<file path="config.mk">
export PLATFORM = sky130hd
export DESIGN_NAME = escape_sequence_decoder
export DESIGN_NICKNAME = d
export VERILOG_FILES = /design/src/rtl/esd_pkg.sv /design/src/rtl/escape_sequence_decoder.sv
export SDC_FILE = /design/constraint.sdc
export NUM_CORES = 1
export LEC_CHECK = 0
export BUFFER_PORTS_ARGS = -buffer_cell sky130_fd_sc_hd__buf_4
export CAP_MARGIN = 10
export CELL_PAD_IN_SITES_DETAIL_PLACEMENT = 1
export CELL_PAD_IN_SITES_GLOBAL_PLACEMENT = 1
export CORE_MARGIN = 1.5
export CORE_UTILIZATION = 49
export CTS_CLUSTER_DIAMETER = 30
export DETAILED_ROUTE_END_ITERATION = 16
export GPL_ROUTABILITY_DRIVEN = 0
export PLACE_DENSITY = 0.81
export SYNTH_ARGS = -nofsm -noshare
export SYNTH_HDL_FRONTEND = slang
export SYNTH_SLANG_ARGS = --single-unit
</file>
<file path="constraint.sdc">
create_clock -name clock -period 8.2 [get_ports clock]
set_clock_uncertainty 0.2 [all_clocks]
set_input_delay 0.41 -clock clock [delete_from_list [all_inputs] [get_ports clock]]
set_output_delay 0.41 -clock clock [all_outputs]
set_load 0.01 [all_outputs]
</file>
<file path="src/rtl/esd_pkg.sv">
`timescale 1ns / 1ps
// Types, character codes and small helper functions for the escape sequence decoder.
// No dependencies.
package esd_pkg;

   typedef enum logic [3:0] {
      MODE_PLAIN = 4'b0001,
      MODE_ESC   = 4'b0010,
      MODE_U     = 4'b0100,
      MODE_X     = 4'b1000
   } mode_type;

   localparam logic [7:0] CH_BACKSLASH = 8'h5C;
   localparam logic [7:0] CH_U         = 8'h75;
   localparam logic [7:0] CH_X         = 8'h78;
   localparam logic [7:0] CH_B         = 8'h62;
   localparam logic [7:0] CH_T         = 8'h74;
   localparam logic [7:0] CH_N         = 8'h6E;
   localparam logic [7:0] CH_R         = 8'h72;
   localparam logic [7:0] CH_F         = 8'h66;
   localparam logic [7:0] CH_S         = 8'h73;

   localparam logic [7:0] CTL_BS    = 8'h08;
   localparam logic [7:0] CTL_TAB   = 8'h09;
   localparam logic [7:0] CTL_LF    = 8'h0A;
   localparam logic [7:0] CTL_CR    = 8'h0D;
   localparam logic [7:0] CTL_FF    = 8'h0C;
   localparam logic [7:0] CTL_SPACE = 8'h20;

   // code >> 10 for the high and low surrogate ranges
   localparam logic [10:0] SURR_HIGH_TOP = 11'h036;
   localparam logic [10:0] SURR_LOW_TOP  = 11'h037;
   localparam logic [20:0] SUPP_BASE     = 21'h10000;

   localparam int          CODE_W   = 21;
   localparam int          MAX_OUT  = 4;
   localparam int          PEND_DEP = 3;

   typedef logic [2:0] count_type;

   // Hex digit value; anything else contributes its raw byte.
   function automatic logic [7:0] nibble_of(input logic [7:0] c);
      logic [7:0] v;
      if (c >= 8'h30 && c <= 8'h39) begin
         v = c - 8'h30;
      end else if (c >= 8'h61 && c <= 8'h66) begin
         v = c - 8'h57;
      end else if (c >= 8'h41 && c <= 8'h46) begin
         v = c - 8'h37;
      end else begin
         v = c;
      end
      return v;
   endfunction

   function automatic logic [7:0] simple_escape(input logic [7:0] c);
      logic [7:0] v;
      unique case (c)
         CH_B:    v = CTL_BS;
         CH_T:    v = CTL_TAB;
         CH_N:    v = CTL_LF;
         CH_R:    v = CTL_CR;
         CH_F:    v = CTL_FF;
         CH_S:    v = CTL_SPACE;
         default: v = c;
      endcase
      return v;
   endfunction

endpackage

</file>
<file path="src/rtl/escape_sequence_decoder.sv">
`timescale 1ns / 1ps
// Escape sequence decoder: backslash escapes, \xHH and \uHHHH (UTF-8 out).
// Single module; depends on esd_pkg.
//
// Usage
//   Request channel (req_*): one raw byte per request, req_last_byte marks the
//   final byte of a stream. Response channel (rsp_*): one decoded byte per
//   response; rsp_run_last flags the last byte produced by a request.
//   A request yields zero to four response bytes.
// Timing
//   A request is registered, then decoded into a four-byte response buffer;
//   its first byte is offered once that buffer is loaded from the input register.
//   One request per cycle is taken while each yields at most one byte and
//   rsp_stall is low; a request yielding N bytes holds the response buffer until
//   it drains one byte per cycle while rsp_stall is low. Requests that yield nothing never wait.
// Reset
//   Synchronous, active high: decoder returns to plain mode, no surrogate held,
//   both channels empty. After a last byte the decoder starts a fresh stream.
// Stall
//   rsp_stall freezes the response buffer; the input register then fills and
//   req_stall rises. No byte is dropped or repeated.
module escape_sequence_decoder
   import esd_pkg::*;
(
   input  logic       clock,
   input  logic       reset,
   input  logic       req_valid,
   output logic       req_stall,
   input  logic [7:0] req_in_byte,
   input  logic       req_last_byte,
   output logic       rsp_valid,
   input  logic       rsp_stall,
   output logic [7:0] rsp_out_byte,
   output logic       rsp_run_last
);

   logic              in_valid_ff, in_valid_in;
   logic [7:0]        in_byte_ff;
   logic              in_last_ff;

   mode_type          mode_ff, mode_in;
   logic [1:0]        digit_cnt_ff, digit_cnt_in;
   logic [CODE_W-1:0] acc_ff, acc_in;
   logic [15:0]       held_ff, held_in;
   logic [7:0]        pend_ff [PEND_DEP];
   logic              pend_we;

   logic [7:0]        obuf_ff [MAX_OUT];
   count_type         ocnt_ff;

   logic [7:0]        dec_byte [MAX_OUT];
   count_type         dec_cnt;

   logic [7:0]        nib;
   logic [CODE_W-1:0] acc_sum, ucode;
   logic              is_high, is_low, do_join, is_u, need_met;
   logic [7:0]        u_byte [MAX_OUT];
   count_type         u_cnt;

   logic              buf_free, move, rsp_take;

   // ---------------- decode ----------------
   always_comb begin
      nib     = nibble_of(in_byte_ff);
      acc_sum = {acc_ff[CODE_W-5:0], 4'b0000} + {{(CODE_W-8){1'b0}}, nib};
      is_high = acc_sum[CODE_W-1:10] == SURR_HIGH_TOP;
      is_low  = acc_sum[CODE_W-1:10] == SURR_LOW_TOP;
      do_join = is_low && (held_ff != 16'h0000);
      ucode   = do_join ? ({1'b0, held_ff[9:0], acc_sum[9:0]} + SUPP_BASE) : acc_sum;
   end

   // UTF-8 form of ucode
   always_comb begin
      for (int i = 0; i < MAX_OUT; i++) begin
         u_byte[i] = 8'h00;
      end
      if (ucode[CODE_W-1:7] == '0) begin
         u_cnt     = 3'd1;
         u_byte[0] = ucode[7:0];
      end else if (ucode[CODE_W-1:11] == '0) begin
         u_cnt     = 3'd2;
         u_byte[0] = {3'b110, ucode[10:6]};
         u_byte[1] = {2'b10, ucode[5:0]};
      end else if (ucode[CODE_W-1:16] == '0) begin
         u_cnt     = 3'd3;
         u_byte[0] = {4'b1110, ucode[15:12]};
         u_byte[1] = {2'b10, ucode[11:6]};
         u_byte[2] = {2'b10, ucode[5:0]};
      end else begin
         u_cnt     = 3'd4;
         u_byte[0] = {5'b11110, ucode[20:18]};
         u_byte[1] = {2'b10, ucode[17:12]};
         u_byte[2] = {2'b10, ucode[11:6]};
         u_byte[3] = {2'b10, ucode[5:0]};
      end
   end

   always_comb begin
      mode_in      = mode_ff;
      digit_cnt_in = digit_cnt_ff;
      acc_in       = acc_ff;
      held_in      = held_ff;
      pend_we      = 1'b0;
      dec_cnt      = 3'd0;
      for (int i = 0; i < MAX_OUT; i++) begin
         dec_byte[i] = 8'h00;
      end
      is_u     = mode_ff == MODE_U;
      need_met = is_u ? (digit_cnt_ff == 2'd3) : (digit_cnt_ff != 2'd0);

      unique case (mode_ff)
         MODE_PLAIN: begin
            if (in_byte_ff == CH_BACKSLASH && !in_last_ff) begin
               mode_in = MODE_ESC;
            end else begin
               held_in     = 16'h0000;
               dec_cnt     = 3'd1;
               dec_byte[0] = in_byte_ff;
            end
         end
         MODE_ESC: begin
            if ((in_byte_ff == CH_U || in_byte_ff == CH_X) && !in_last_ff) begin
               mode_in      = (in_byte_ff == CH_U) ? MODE_U : MODE_X;
               digit_cnt_in = 2'd0;
               acc_in       = '0;
            end else begin
               held_in     = 16'h0000;
               dec_cnt     = 3'd1;
               dec_byte[0] = simple_escape(in_byte_ff);
               mode_in     = MODE_PLAIN;
            end
         end
         MODE_U, MODE_X: begin
            if (need_met) begin
               if (!is_u) begin
                  dec_cnt     = 3'd1;
                  dec_byte[0] = acc_sum[7:0];
               end else if (is_high) begin
                  // park the high half, nothing out yet
                  held_in = acc_sum[15:0];
               end else begin
                  if (do_join) begin
                     held_in = 16'h0000;
                  end
                  dec_cnt  = u_cnt;
                  dec_byte = u_byte;
               end
               mode_in      = MODE_PLAIN;
               digit_cnt_in = 2'd0;
               acc_in       = '0;
            end else if (in_last_ff) begin
               // stream ends mid-escape: replay letter, buffered digits, this byte
               held_in     = 16'h0000;
               dec_byte[0] = is_u ? CH_U : CH_X;
               unique case (digit_cnt_ff)
                  2'd0: begin
                     dec_cnt     = 3'd2;
                     dec_byte[1] = in_byte_ff;
                  end
                  2'd1: begin
                     dec_cnt     = 3'd3;
                     dec_byte[1] = pend_ff[0];
                     dec_byte[2] = in_byte_ff;
                  end
                  default: begin
                     dec_cnt     = 3'd4;
                     dec_byte[1] = pend_ff[0];
                     dec_byte[2] = pend_ff[1];
                     dec_byte[3] = in_byte_ff;
                  end
               endcase
            end else begin
               pend_we      = 1'b1;
               digit_cnt_in = digit_cnt_ff + 2'd1;
               acc_in       = acc_sum;
            end
         end
         default: begin
            mode_in = MODE_PLAIN;
         end
      endcase

      if (in_last_ff) begin
         mode_in      = MODE_PLAIN;
         digit_cnt_in = 2'd0;
         acc_in       = '0;
         held_in      = 16'h0000;
      end
   end

   // ---------------- handshake ----------------
   assign rsp_valid    = ocnt_ff != 3'd0;
   assign rsp_out_byte = obuf_ff[0];
   assign rsp_run_last = ocnt_ff == 3'd1;
   assign rsp_take     = rsp_valid && !rsp_stall;

   assign buf_free  = (ocnt_ff == 3'd0) || (ocnt_ff == 3'd1 && !rsp_stall);
   assign move      = in_valid_ff && (buf_free || dec_cnt == 3'd0);
   assign req_stall = in_valid_ff && !move;

   always_comb begin
      in_valid_in = in_valid_ff;
      if (!req_stall) begin
         in_valid_in = req_valid;
      end
   end

   always_ff @(posedge clock) begin
      if (reset) begin
         in_valid_ff <= 1'b0;
      end else begin
         in_valid_ff <= in_valid_in;
      end
      if (req_valid && !req_stall) begin
         in_byte_ff <= req_in_byte;
         in_last_ff <= req_last_byte;
      end
   end

   always_ff @(posedge clock) begin
      if (reset) begin
         mode_ff      <= MODE_PLAIN;
         digit_cnt_ff <= 2'd0;
         acc_ff       <= '0;
         held_ff      <= 16'h0000;
      end else if (move) begin
         mode_ff      <= mode_in;
         digit_cnt_ff <= digit_cnt_in;
         acc_ff       <= acc_in;
         held_ff      <= held_in;
      end
   end

   always_ff @(posedge clock) begin
      if (move && pend_we) begin
         pend_ff[digit_cnt_ff] <= in_byte_ff;
      end
   end

   // response buffer: loaded whole, drained from the front
   always_ff @(posedge clock) begin
      if (reset) begin
         ocnt_ff <= 3'd0;
      end else if (move && dec_cnt != 3'd0) begin
         ocnt_ff <= dec_cnt;
      end else if (rsp_take) begin
         ocnt_ff <= ocnt_ff - 3'd1;
      end
      if (move && dec_cnt != 3'd0) begin
         obuf_ff <= dec_byte;
      end else if (rsp_take) begin
         for (int i = 0; i < MAX_OUT - 1; i++) begin
            obuf_ff[i] <= obuf_ff[i+1];
         end
      end
   end

   // ---------------- checks ----------------
   a_no_overwrite: assert property (@(posedge clock) disable iff (reset)
      (move && dec_cnt != 3'd0) |-> (ocnt_ff == 3'd0 || (ocnt_ff == 3'd1 && rsp_take)))
      else $error("response buffer loaded while bytes remain");

   a_last_clears: assert property (@(posedge clock) disable iff (reset)
      (move && in_last_ff) |=> (mode_ff == MODE_PLAIN && held_ff == 16'h0000 &&
                                digit_cnt_ff == 2'd0))
      else $error("decoder state not cleared after last byte");

   a_held_is_high: assert property (@(posedge clock) disable iff (reset)
      (held_ff != 16'h0000) |-> (held_ff[15:10] == 6'b110110))
      else $error("held value is not a high surrogate");

   a_x_digits: assert property (@(posedge clock) disable iff (reset)
      (mode_ff == MODE_X) |-> (digit_cnt_ff <= 2'd1))
      else $error("too many digits buffered in hex byte escape");

   a_ocnt_range: assert property (@(posedge clock) disable iff (reset)
      ocnt_ff <= 3'd4)
      else $error("response count out of range");

endmodule

</file>
Word-level counts from Yosys, hierarchy flattened
Memory sizes are Yosys's and may differ from the RTL's.
Cells that the tools add are included.
Widths: inputs -> output; s select.
- add/subtract/negate cells: 7
- order comparisons: 6
- equality and inequality tests: 25
- muxes and demuxes: 67
- reductions and logical operators: 38
- operators with widths (cell ; count):
    $mux 16 ; 8
    $mux 24 ; 5
    $mux 8 ; 10
    $eq 8x7->1 const B ; 9
    $mux 32 ; 2
    $mux 17 ; 3
    $pmux 16 s3 ; 1
    $pmux 8 s6 ; 1
    $mux 21 ; 2
    $pmux 17 s2 ; 1
    $mux 31 ; 1
    $mux 3 ; 9
    $mux 4 ; 6
    $pmux 8 s3 ; 1
    $eq 11x6->1 const B ; 2
    $add 20x17->21 const B ; 1
    $add 21x8->21 ; 1
    $ne 3x3->1 const B ; 6
    $ge 8x7->1 const B ; 2
    $le 8x7->1 const B ; 2
    $pmux 8 s2 ; 1
    $reduce_bool 16->1 ; 1
    $sub 8x6->8 const B ; 2
    $logic_not 14->1 ; 1
    33 further kinds ; 65
- flip-flop bits (word level): 84
- RAM bits: 24
- output and inout bits: 11
- logic and storage cells: 156
- memories: 1
- memory list (memory ; words ; width ; read ports ; clocked after memory_dff ; wr ports ; RTL line ; source):
    pend_ff ; 3 ; 8 ; 2 ; 0 ; 1 ; escape_sequence_decoder.sv:45 ; logic [7:0] pend_ff [PEND_DEP];

Logic depth before layout (Yosys ltp)
Gate-level depths: netlist of run 1.
- depth after elaboration: 24
- depth in mapped cells: 26
- mapped depth without buffers: 23

Worst setup path before layout of run 1
No wires, ideal clock.
- path kind: reg2reg
- start point: register in_byte_ff[0]
- end point: register in_byte_ff[0] (enable)
- library setup time: 0.375 ns
- arrival: 6.711 ns
- required time: 7.625 ns
- path slack: 0.913 ns
- cell stages (with the launch flop): 25
- cell sequence: edfxtp_1 clkbuf_1 inv_1 ha_1 or4b_2 a21o_1 a21oi_1 a211oi_1 a31oi_1 o21ai_0 xnor2_1 ha_1 inv_1 fa_1 and2b_1 o21ai_1 or3_1 a21oi_4 nand4_2 or2_1 a31o_1 o221a_4 or4_1 and3_1 nor2b_1
- longest elaborated chain between the ends: 24
- elaborated cells between the ends (all ways): 46
- those cells by class: add/sub (5); order compare (6); eq/ne (5); mux (13); reduce/logical (17)
- ends and longest elaborated chain (what ; RTL line ; source):
    start: declaration ; escape_sequence_decoder.sv:38 ; logic [7:0] in_byte_ff;
    start signal: assignment ; escape_sequence_decoder.sv:215 ; in_byte_ff <= req_in_byte;
    branches (longest 16 deep; another with $add 21x8->21) ; -- ;
    $pmux 3 s3 (*) ; escape_sequence_decoder.sv:111 ; unique case (mode_ff)
    $logic_not 3->1 (*) ; escape_sequence_decoder.sv:198 ; assign move = in_valid_ff && (buf_free || dec_cnt == 3'd0);
    $logic_or 1x1->1 (*) ; escape_sequence_decoder.sv:198 ;
    $logic_and 1x1->1 (*) ; escape_sequence_decoder.sv:198 ;
    $logic_not 1->1 (*) ; escape_sequence_decoder.sv:199 ; assign req_stall = in_valid_ff && !move;
    $logic_and 1x1->1 (*) ; escape_sequence_decoder.sv:199 ;
    named net req_stall ; escape_sequence_decoder.sv:28 ; output logic req_stall,
    $logic_not 1->1 (*) ; escape_sequence_decoder.sv:214 ; if (req_valid && !req_stall) begin
    $logic_and 1x1->1 (*) ; escape_sequence_decoder.sv:214 ;
Mark *: on every way through the listed nets, which the timed path passes.
A chain may end at the register's enable or synchronous reset.

Worst setup path after layout of run 1
- start point: register in_byte_ff[0]
- end point: output port req_stall
- longest elaborated chain between the ends: 22
- elaborated cells between the ends (all ways): 44
- those cells by class: add/sub (5); order compare (6); eq/ne (5); mux (13); reduce/logical (15)
- ends and longest elaborated chain (what ; RTL line):
    branches (longest 16 deep; another with $add 21x8->21) ; --
    $pmux 3 s3 (*) ; escape_sequence_decoder.sv:111
    $logic_not 3->1 (*) ; escape_sequence_decoder.sv:198
    $logic_or 1x1->1 (*) ; escape_sequence_decoder.sv:198
    $logic_and 1x1->1 (*) ; escape_sequence_decoder.sv:198
    $logic_not 1->1 (*) ; escape_sequence_decoder.sv:199
    $logic_and 1x1->1 (*) ; escape_sequence_decoder.sv:199
    end: declaration ; escape_sequence_decoder.sv:28
Mark *: on every way between the ends.

==> results of run 1 <==
==> worst min-delay path by stage <==
stage                                        start                        to  depth (start not counted)  slack (ns)
after CTS                           req_in_byte[7]   in_byte_ff[7]$_DFFE_PP_                          1        0.01
final                                req_last_byte      in_last_ff$_DFFE_PP_                          1        0.02
after detailed placement  held_ff[11]$_SDFFE_PP0P_  held_ff[11]$_SDFFE_PP0P_                          2        0.27
after global placement    held_ff[15]$_SDFFE_PP0P_  held_ff[15]$_SDFFE_PP0P_                          2        0.25
after global routing                 req_last_byte      in_last_ff$_DFFE_PP_                          1        0.01
after floorplan           held_ff[11]$_SDFFE_PP0P_  held_ff[11]$_SDFFE_PP0P_                          2        0.24
==> cells in the mapped netlist (15+ instances only) <==
cell	number	area share [%]
edfxtp_1	57	26
nand2_1	97	5.5
dfxtp_1	43	13
a21oi_1	30	2.3
mux2i_1	20	3.0
o211ai_1	15	1.7
o21ai_1	15	1.1
xnor2_1	17	2.2
ha_1	21	3.9
o21ai_0	38	2.9
nand3_1	30	2.3
clkbuf_1	31	1.7
inv_1	24	1.4
nor2_1	45	2.5
==> state kept, by name (all words and copies together), names as in the netlist, 2 cells and up <==
signal and flops:
mode_ff 4, held_ff 16, rsp_out_byte 8, ocnt_ff 3, obuf_ff 24, in_byte_ff 8, acc_ff 17, pend_ff 16
digit_cnt_ff 2
==> cells by family (layout without fill, tap and decap cells) <==
group,Yosys count,count (layout),synth area share [%]
fa+ha+maj,22,22,4.239
flops,100,100,38.56
buf+inv,72,82,4.876
xor+xnor,25,25,3.282
compound gates,219,219,24.27
simple gates,258,258,19.58
mux,33,33,5.195
==> power breakdown <==
group,internal [mW],switching [mW]
combinational,0.190,0.312
sequential,0.655,0.0523
clock,0.212,0.208
==> final cells by class <==
cell class	count	area share, %
Multi-Input combinational cell	557	52.04
Tap cell	176	3.037
Clock inverter	6	0.7591
Inverter	25	1.294
Sequential cell	100	35.47
Timing Repair Buffer	41	4.244
Clock buffer	10	3.157
==> metal layers <==
layer | up-vias | wire length, um | global-route usage, % | part of all wire [%]
met1 | 2982 | 9514 | 43.56 | 43
met2 | 290 | 10320 | 49.68 | 46
met5 | - | 0 | 0 | 0
met4 | 0 | 855 | 15.40 | 3.8
met3 | 67 | 1638 | 4.420 | 7.3
li1 | 2748 | - | - | -
==> metrics by stage <==
step           util, %  std cells
6_report         54.76        915
5_1_grt          54.76        915
4_1_cts          54.76        915
3_5_place_dp     52.62        899
3_3_place_gp     52.62        899
2_1_floorplan        -        729
==> run_summary.xml, run 1 <==
<?xml version="1.0" encoding="UTF-8"?>
<metrics>
  <group name="status">
    <metric name="outcome" unit="">finished clean</metric>
  </group>
  <group name="cts">
    <metric name="cts_setup_buffers" unit="">0</metric>
    <metric name="clkTransAtPathRegs" unit="ns">0.08</metric>
    <metric name="cts-htree-levels" unit="">3</metric>
    <metric name="clock-sinks" unit="">100</metric>
    <metric name="cts.hold.buffers_added" unit="">0</metric>
    <metric name="clockRootBuffer" unit="">clkbuf_16</metric>
    <metric name="cts_inserted_buffers" unit="">9</metric>
    <metric name="worst_skew_pair.late_latency" unit="ns">0.36</metric>
    <metric name="tritoncts" unit="">built</metric>
    <metric name="ctsLongestPathBuffers" unit="">2</metric>
    <metric name="post_cts.resized_instances" unit="">0</metric>
  </group>
  <group name="synthesis">
    <metric name="sequential_element_share_of_the_synthesized_area" unit="%">38.56</metric>
    <metric name="synthCells" unit="">729</metric>
    <metric name="ys_ff_latch" unit="">100</metric>
    <metric name="synth-edff-count" unit="">57</metric>
    <metric name="yosysWarningCount" unit="">0</metric>
    <metric name="netlist_area" unit="sq um">6671</metric>
    <metric name="postSynthNetCount" unit="">764</metric>
    <metric name="synthArstFlopShare" unit="%">0</metric>
    <metric name="yosys_most_used_dff" unit="">edfxtp_1</metric>
    <metric name="postSynthAreaPerCell" unit="sq um">9.151</metric>
    <metric name="post_synth_num_cell_types" unit="">86</metric>
  </group>
  <group name="cells_and_area">
    <metric name="post_route_cells_drive_above_1_share" unit="%">12.18</metric>
    <metric name="design.final.nets" unit="">769</metric>
    <metric name="multi_input_area" unit="sq um">3774</metric>
    <metric name="final_cell_area" unit="sq um">7252</metric>
    <metric name="synthToLayoutAreaGrowth" unit="%">8.702</metric>
    <metric name="layout_common_cells" unit="">nand2_1 (97), edfxtp_1 (57), nor2_1 (45), dfxtp_1 (43), buf_4 (41)</metric>
    <metric name="antenna_cells" unit="">0</metric>
    <metric name="fillers" unit="">1555</metric>
    <metric name="most_common_cell_after_layout_fill_and_taps_aside" unit="">nand2_1</metric>
    <metric name="register_area" unit="sq um">2572</metric>
  </group>
  <group name="pwr">
    <metric name="pwr_density_cell" unit="nW/um^2">224.6</metric>
    <metric name="static_leakage" unit="nW">2.608</metric>
    <metric name="vdd_drop_max" unit="mV">0.1111</metric>
    <metric name="total_power" unit="mW">1.629</metric>
  </group>
  <group name="critical_path">
    <metric name="worst_setup_path_category" unit="">flip-flop to primary output</metric>
    <metric name="crit_path_cell_trace" unit="">inv_1 &gt; ha_1 &gt; or4b_2 &gt; a21o_1 &gt; a21oi_1 &gt; a211oi_1 &gt; a31oi_1 &gt; o21ai_0 &gt; xnor2_1 &gt; ha_1 &gt; inv_1 &gt; fa_1 &gt; and2b_1 &gt; o21ai_1 &gt; or3_1 &gt; a21oi_4 &gt; nand4_2 &gt; or2_1 &gt; a31o_1 &gt; o221a_4 &gt; or4_1 &gt; and3_1 &gt; buf_4</metric>
    <metric name="critPathBufInv" unit="">3</metric>
    <metric name="maximum_net_fanout_on_the_critical_path" unit="">12</metric>
    <metric name="critical_path.reg2reg.startpoint" unit="">in_byte_ff[0]$_DFFE_PP_</metric>
    <metric name="timing.rr.end" unit="">in_byte_ff[7]$_DFFE_PP_</metric>
    <metric name="worstSetupStartpoint" unit="">in_byte_ff[0]$_DFFE_PP_</metric>
    <metric name="worst_setup_path_end_kind" unit="">primary output</metric>
    <metric name="cpMaxStageDelayCell" unit="">or4b_2</metric>
    <metric name="critical_path_cell_count" unit="">23</metric>
    <metric name="cp_data_required_time" unit="ns">7.59</metric>
    <metric name="worst-r2r-setup-slack" unit="ns">0.62</metric>
    <metric name="critical_path.top_delay_family" unit="">simple AND/OR/NAND/NOR gates</metric>
    <metric name="start_kind" unit="">flip-flop</metric>
    <metric name="reg2regPathDepth" unit="">24</metric>
    <metric name="setup.worst_path.end" unit="">req_stall</metric>
    <metric name="cp_data_arrival_time" unit="ns">7.22</metric>
    <metric name="crit_path_max_incr_delay" unit="ns">0.64</metric>
  </group>
  <group name="timing">
    <metric name="hold_ws" unit="ns">0.02244</metric>
    <metric name="timing.final.crit_share" unit="%">95.53</metric>
    <metric name="finalWorstSetupSlack" unit="ns">0.3667</metric>
    <metric name="setup_tns" unit="ns">0</metric>
    <metric name="max_slew_margin" unit="%">32.12</metric>
    <metric name="period_minus_slack" unit="ns">7.833</metric>
    <metric name="report.final.hold_viol_count" unit="">0</metric>
    <metric name="rsz0062_at_grt" unit="">false</metric>
    <metric name="max_slew.worst_pin.slew" unit="ns">1.011</metric>
    <metric name="setup_violations" unit="">0</metric>
    <metric name="fmax" unit="MHz">127.7</metric>
    <metric name="final_max_slew_viol_count" unit="">0</metric>
  </group>
  <group name="floorplan">
    <metric name="floorplan.initialDensity" unit="%">50.38</metric>
    <metric name="die_area" unit="sq um">14320</metric>
    <metric name="die-width" unit="um">119.7</metric>
    <metric name="floorplan.rows" unit="">42</metric>
    <metric name="design.core.area" unit="sq um">13240</metric>
    <metric name="die-height" unit="um">119.7</metric>
    <metric name="io_pins" unit="">24</metric>
  </group>
  <group name="global_route">
    <metric name="grt_overflow_total" unit="">0</metric>
    <metric name="grt_overall_usage" unit="%">31.82</metric>
    <metric name="grt_start_max_net_pins" unit="">33</metric>
    <metric name="wire_length_of_the_first_global_routing_pass" unit="um">34770</metric>
    <metric name="first_global_vias" unit="">6092</metric>
    <metric name="antenna_found_initial" unit="">0</metric>
  </group>
  <group name="placement">
    <metric name="post-place-ws" unit="ns">0.7547</metric>
    <metric name="port-buffer-count" unit="">23</metric>
    <metric name="dp.final_hpwl" unit="um">16330</metric>
    <metric name="placed_cell_area" unit="sq um">6968</metric>
  </group>
  <group name="routing">
    <metric name="routed_wl" unit="um">22330</metric>
    <metric name="route.detailed.drc" unit="">0</metric>
    <metric name="vias" unit="">6087</metric>
    <metric name="dr.first_iter.drc_count" unit="">601</metric>
    <metric name="detail_route.wl_per_cell" unit="um">24.40</metric>
    <metric name="antenna_left" unit="">0</metric>
    <metric name="dr.pass1.iters" unit="">5</metric>
    <metric name="vias_per_cell" unit="">6.652</metric>
  </group>
  <group name="worst_hold_path">
    <metric name="worstHoldPathType" unit="">input pin to flip-flop</metric>
  </group>
  <group name="job">
    <metric name="maxCapViolations" unit="">0</metric>
  </group>
</metrics>
Power figures use the tool's default switching activity.
==> inputs of run 2 (changes only) <==
==> constraint.sdc (replaced) <==
create_clock -name clock -period 8.2 [get_ports clock]
set_clock_uncertainty 0.2 [all_clocks]
set_input_delay 0 -clock clock [delete_from_list [all_inputs] [get_ports clock]]
set_output_delay 0 -clock clock [all_outputs]
set_load 0.01 [all_outputs]
==> run_summary.xml, run 2 (synthesis gave the netlist of run 1 again) <==
<?xml version="1.0" encoding="UTF-8"?>
<metrics>
  <group name="timing">
    <metric name="fmax" unit="MHz">133.2</metric>
    <metric name="report.final.hold_viol_count" unit="">0</metric>
    <metric name="period_minus_slack" unit="ns">7.509</metric>
    <metric name="max_slew.worst_pin.slew" unit="ns">0.9427</metric>
    <metric name="setup_violations" unit="">0</metric>
    <metric name="rsz0062_at_grt" unit="">false</metric>
    <metric name="timing.final.crit_share" unit="%">91.58</metric>
    <metric name="max_slew_margin" unit="%">36.71</metric>
    <metric name="setup_tns" unit="ns">0</metric>
    <metric name="final_max_slew_viol_count" unit="">0</metric>
    <metric name="finalWorstSetupSlack" unit="ns">0.6908</metric>
  </group>
  <group name="cells_and_area">
    <metric name="largest_register_ff_count" unit="">24</metric>
    <metric name="largest_registers" unit="">obuf_ff x24, acc_ff x17</metric>
    <metric name="regMostFlops" unit="">obuf_ff</metric>
    <metric name="synthToLayoutAreaGrowth" unit="%">10.84</metric>
    <metric name="layout_common_cells" unit="">nand2_1 (97), edfxtp_1 (57), nor2_1 (45), dfxtp_1 (43), buf_4 (41)</metric>
    <metric name="most_common_cell_after_layout_fill_and_taps_aside" unit="">nand2_1</metric>
    <metric name="layoutNonFillerInstCount" unit="">928</metric>
    <metric name="fillers" unit="">1547</metric>
    <metric name="design.final.nets" unit="">782</metric>
    <metric name="finalCoreUtilization" unit="%">55.84</metric>
    <metric name="antenna_cells" unit="">0</metric>
    <metric name="post_route_cells_drive_above_1_share" unit="%">11.84</metric>
    <metric name="final_cell_area" unit="sq um">7395</metric>
  </group>
  <group name="global_route">
    <metric name="grt_start_max_net_pins" unit="">29</metric>
    <metric name="groute.layer.met1.usage" unit="%">42.96</metric>
    <metric name="grt_overflow_total" unit="">0</metric>
    <metric name="grt_util_met2" unit="%">51.83</metric>
    <metric name="grt_overall_usage" unit="%">32.05</metric>
    <metric name="met3_usage" unit="%">4.563</metric>
    <metric name="first_global_vias" unit="">6193</metric>
    <metric name="busiest_layer" unit="">met2</metric>
    <metric name="wire_length_of_the_first_global_routing_pass" unit="um">34870</metric>
    <metric name="antenna_found_initial" unit="">0</metric>
  </group>
  <group name="critical_path">
    <metric name="cp_data_arrival_time" unit="ns">7.36</metric>
    <metric name="critical_path.top_delay_family" unit="">simple AND/OR/NAND/NOR gates</metric>
    <metric name="critPathBufInv" unit="">3</metric>
    <metric name="cp_data_required_time" unit="ns">8.05</metric>
    <metric name="crit_path_max_incr_delay" unit="ns">0.63</metric>
    <metric name="start_kind" unit="">flip-flop</metric>
    <metric name="worstSetupStartpoint" unit="">in_byte_ff[1]$_DFFE_PP_</metric>
    <metric name="worst_setup_path_end_kind" unit="">flip-flop</metric>
    <metric name="critical_path.reg2reg.startpoint" unit="">in_byte_ff[1]$_DFFE_PP_</metric>
    <metric name="cpMaxStageDelayCell" unit="">or4b_2</metric>
    <metric name="maximum_net_fanout_on_the_critical_path" unit="">11</metric>
    <metric name="crit_path_cell_trace" unit="">inv_1 &gt; ha_1 &gt; or4b_2 &gt; a21o_1 &gt; a21oi_1 &gt; a211oi_1 &gt; a31oi_1 &gt; o21ai_0 &gt; xnor2_1 &gt; ha_1 &gt; inv_1 &gt; fa_1 &gt; and2b_1 &gt; o21ai_1 &gt; or3_1 &gt; a21oi_4 &gt; nand4_2 &gt; or2_1 &gt; a31o_1 &gt; o221a_4 &gt; or4_1 &gt; and3_1 &gt; nor2b_1 &gt; buf_4</metric>
    <metric name="worst_setup_path_category" unit="">flip-flop to flip-flop</metric>
  </group>
  <group name="placement">
    <metric name="dp_cells" unit="">899</metric>
    <metric name="post-place-ws" unit="ns">0.8323</metric>
    <metric name="dp.final_hpwl" unit="um">16230</metric>
    <metric name="port-buffer-count" unit="">23</metric>
    <metric name="placed_cell_area" unit="sq um">6968</metric>
  </group>
  <group name="routing">
    <metric name="routed_wl" unit="um">22440</metric>
    <metric name="dr.first_iter.drc_count" unit="">658</metric>
    <metric name="antenna_left" unit="">0</metric>
    <metric name="detail_route.wl_per_cell" unit="um">24.18</metric>
    <metric name="route.detailed.drc" unit="">0</metric>
    <metric name="dr.pass1.iters" unit="">5</metric>
    <metric name="vias" unit="">6156</metric>
    <metric name="vias_per_cell" unit="">6.634</metric>
  </group>
  <group name="pwr">
    <metric name="static_leakage" unit="nW">2.675</metric>
    <metric name="pwr_density_cell" unit="nW/um^2">225.3</metric>
    <metric name="vdd_drop_max" unit="mV">0.1081</metric>
  </group>
  <group name="cts">
    <metric name="tritoncts" unit="">built</metric>
    <metric name="clkTransAtPathRegs" unit="ns">0.08</metric>
    <metric name="ctsLongestPathBuffers" unit="">2</metric>
    <metric name="cts_inserted_buffers" unit="">9</metric>
    <metric name="clockRootBuffer" unit="">clkbuf_16</metric>
    <metric name="cts-htree-levels" unit="">3</metric>
    <metric name="worst_skew_pair.late_latency" unit="ns">0.36</metric>
    <metric name="clock-sinks" unit="">100</metric>
  </group>
  <group name="floorplan">
    <metric name="die_area" unit="sq um">14320</metric>
    <metric name="floorplan.initialDensity" unit="%">50.38</metric>
    <metric name="io_pins" unit="">24</metric>
    <metric name="die-width" unit="um">119.7</metric>
    <metric name="die-height" unit="um">119.7</metric>
    <metric name="floorplan.rows" unit="">42</metric>
    <metric name="design.core.area" unit="sq um">13240</metric>
  </group>
  <group name="worst_hold_path">
    <metric name="worstHoldPathType" unit="">input pin to flip-flop</metric>
    <metric name="hp-start" unit="">req_in_byte[0]</metric>
  </group>
  <group name="status">
    <metric name="outcome" unit="">finished clean</metric>
  </group>
  <group name="job">
    <metric name="maxCapViolations" unit="">0</metric>
  </group>
</metrics>
run 2: changes by cell type in the layout (fill, tap and decap cells not counted):
| cell | change |
|---|---|
| clkinvlp_2 | +1 |
| bufinv_16 | +1 |
| inv_6 | +1 |
| clkinv_1 | +2 |
| dlygate4sd3_1 | +13 |
| clkinvlp_4 | -2 |
| inv_8 | -1 |
| clkbuf_1 | -1 |
| clkinv_4 | -1 |
run 2: worst register-to-register path, cell delays in order, from the launching register on:
cell	delay, ns
edfxtp_1	0.57
inv_1	0.19
ha_1	0.28
or4b_2	0.63
a21o_1	0.20
a21oi_1	0.14
a211oi_1	0.12
a31oi_1	0.24
o21ai_0	0.15
xnor2_1	0.16
ha_1	0.19
inv_1	0.06
fa_1	0.42
and2b_1	0.29
o21ai_1	0.19
or3_1	0.45
a21oi_4	0.27
nand4_2	0.18
or2_1	0.32
a31o_1	0.37
o221a_4	0.39
or4_1	0.58
and3_1	0.24
nor2b_1	0.14
buf_4	0.23
run 2: cell type report:
cell class	instances	area, sq um	share of cell area, %
clock buffers	9	225.2	3.046
multi-input cells	557	3774	51.03
clock inverters	7	71.32	0.9645
flip-flops and latches	100	2572	34.79
well taps	176	220.2	2.978
inverters	25	93.84	1.269
repair buffers	54	437.9	5.922
run 2: final timing paths:
path | slack, ns | cells after the start | to
max | 0.69 | 24 | in_byte_ff[7]$_DFFE_PP_
min | 0.15 | 2 | in_byte_ff[0]$_DFFE_PP_
max reg2reg | 0.69 | 24 | in_byte_ff[7]$_DFFE_PP_
min reg2reg | 0.28 | 2 | held_ff[12]$_SDFFE_PP0P_
run 2: repair_timing:
| action | CTS | global route |
|---|---|---|
| hold buffers | 13 | 0 |
| endpoints found under the hold margin | 32 | 0 |
| setup buffers | 0 | 0 |
| gates resized for setup | 0 | 0 |
run 2: metrics by stage:
step           power [mW]  hold slack [ns]
6_report            1.666           0.1508
5_1_grt             1.729           0.1598
4_1_cts             1.663           0.1440
3_5_place_dp        1.215         -0.02046
3_3_place_gp        1.190         -0.02172
2_1_floorplan       1.052          -0.1011
run 2: metal layers:
metal  wire, um  up-vias
li1           -     2766
met1       9531     3029
met2      10420      303
met3       1758       58
met4        737        0
met5          0        -
run 2: power by group:
group	switching, mW	internal (mW)	total [mW]
Clock	0.206	0.239	0.445
Combinational	0.318	0.196	0.513
Sequential	0.0529	0.655	0.708
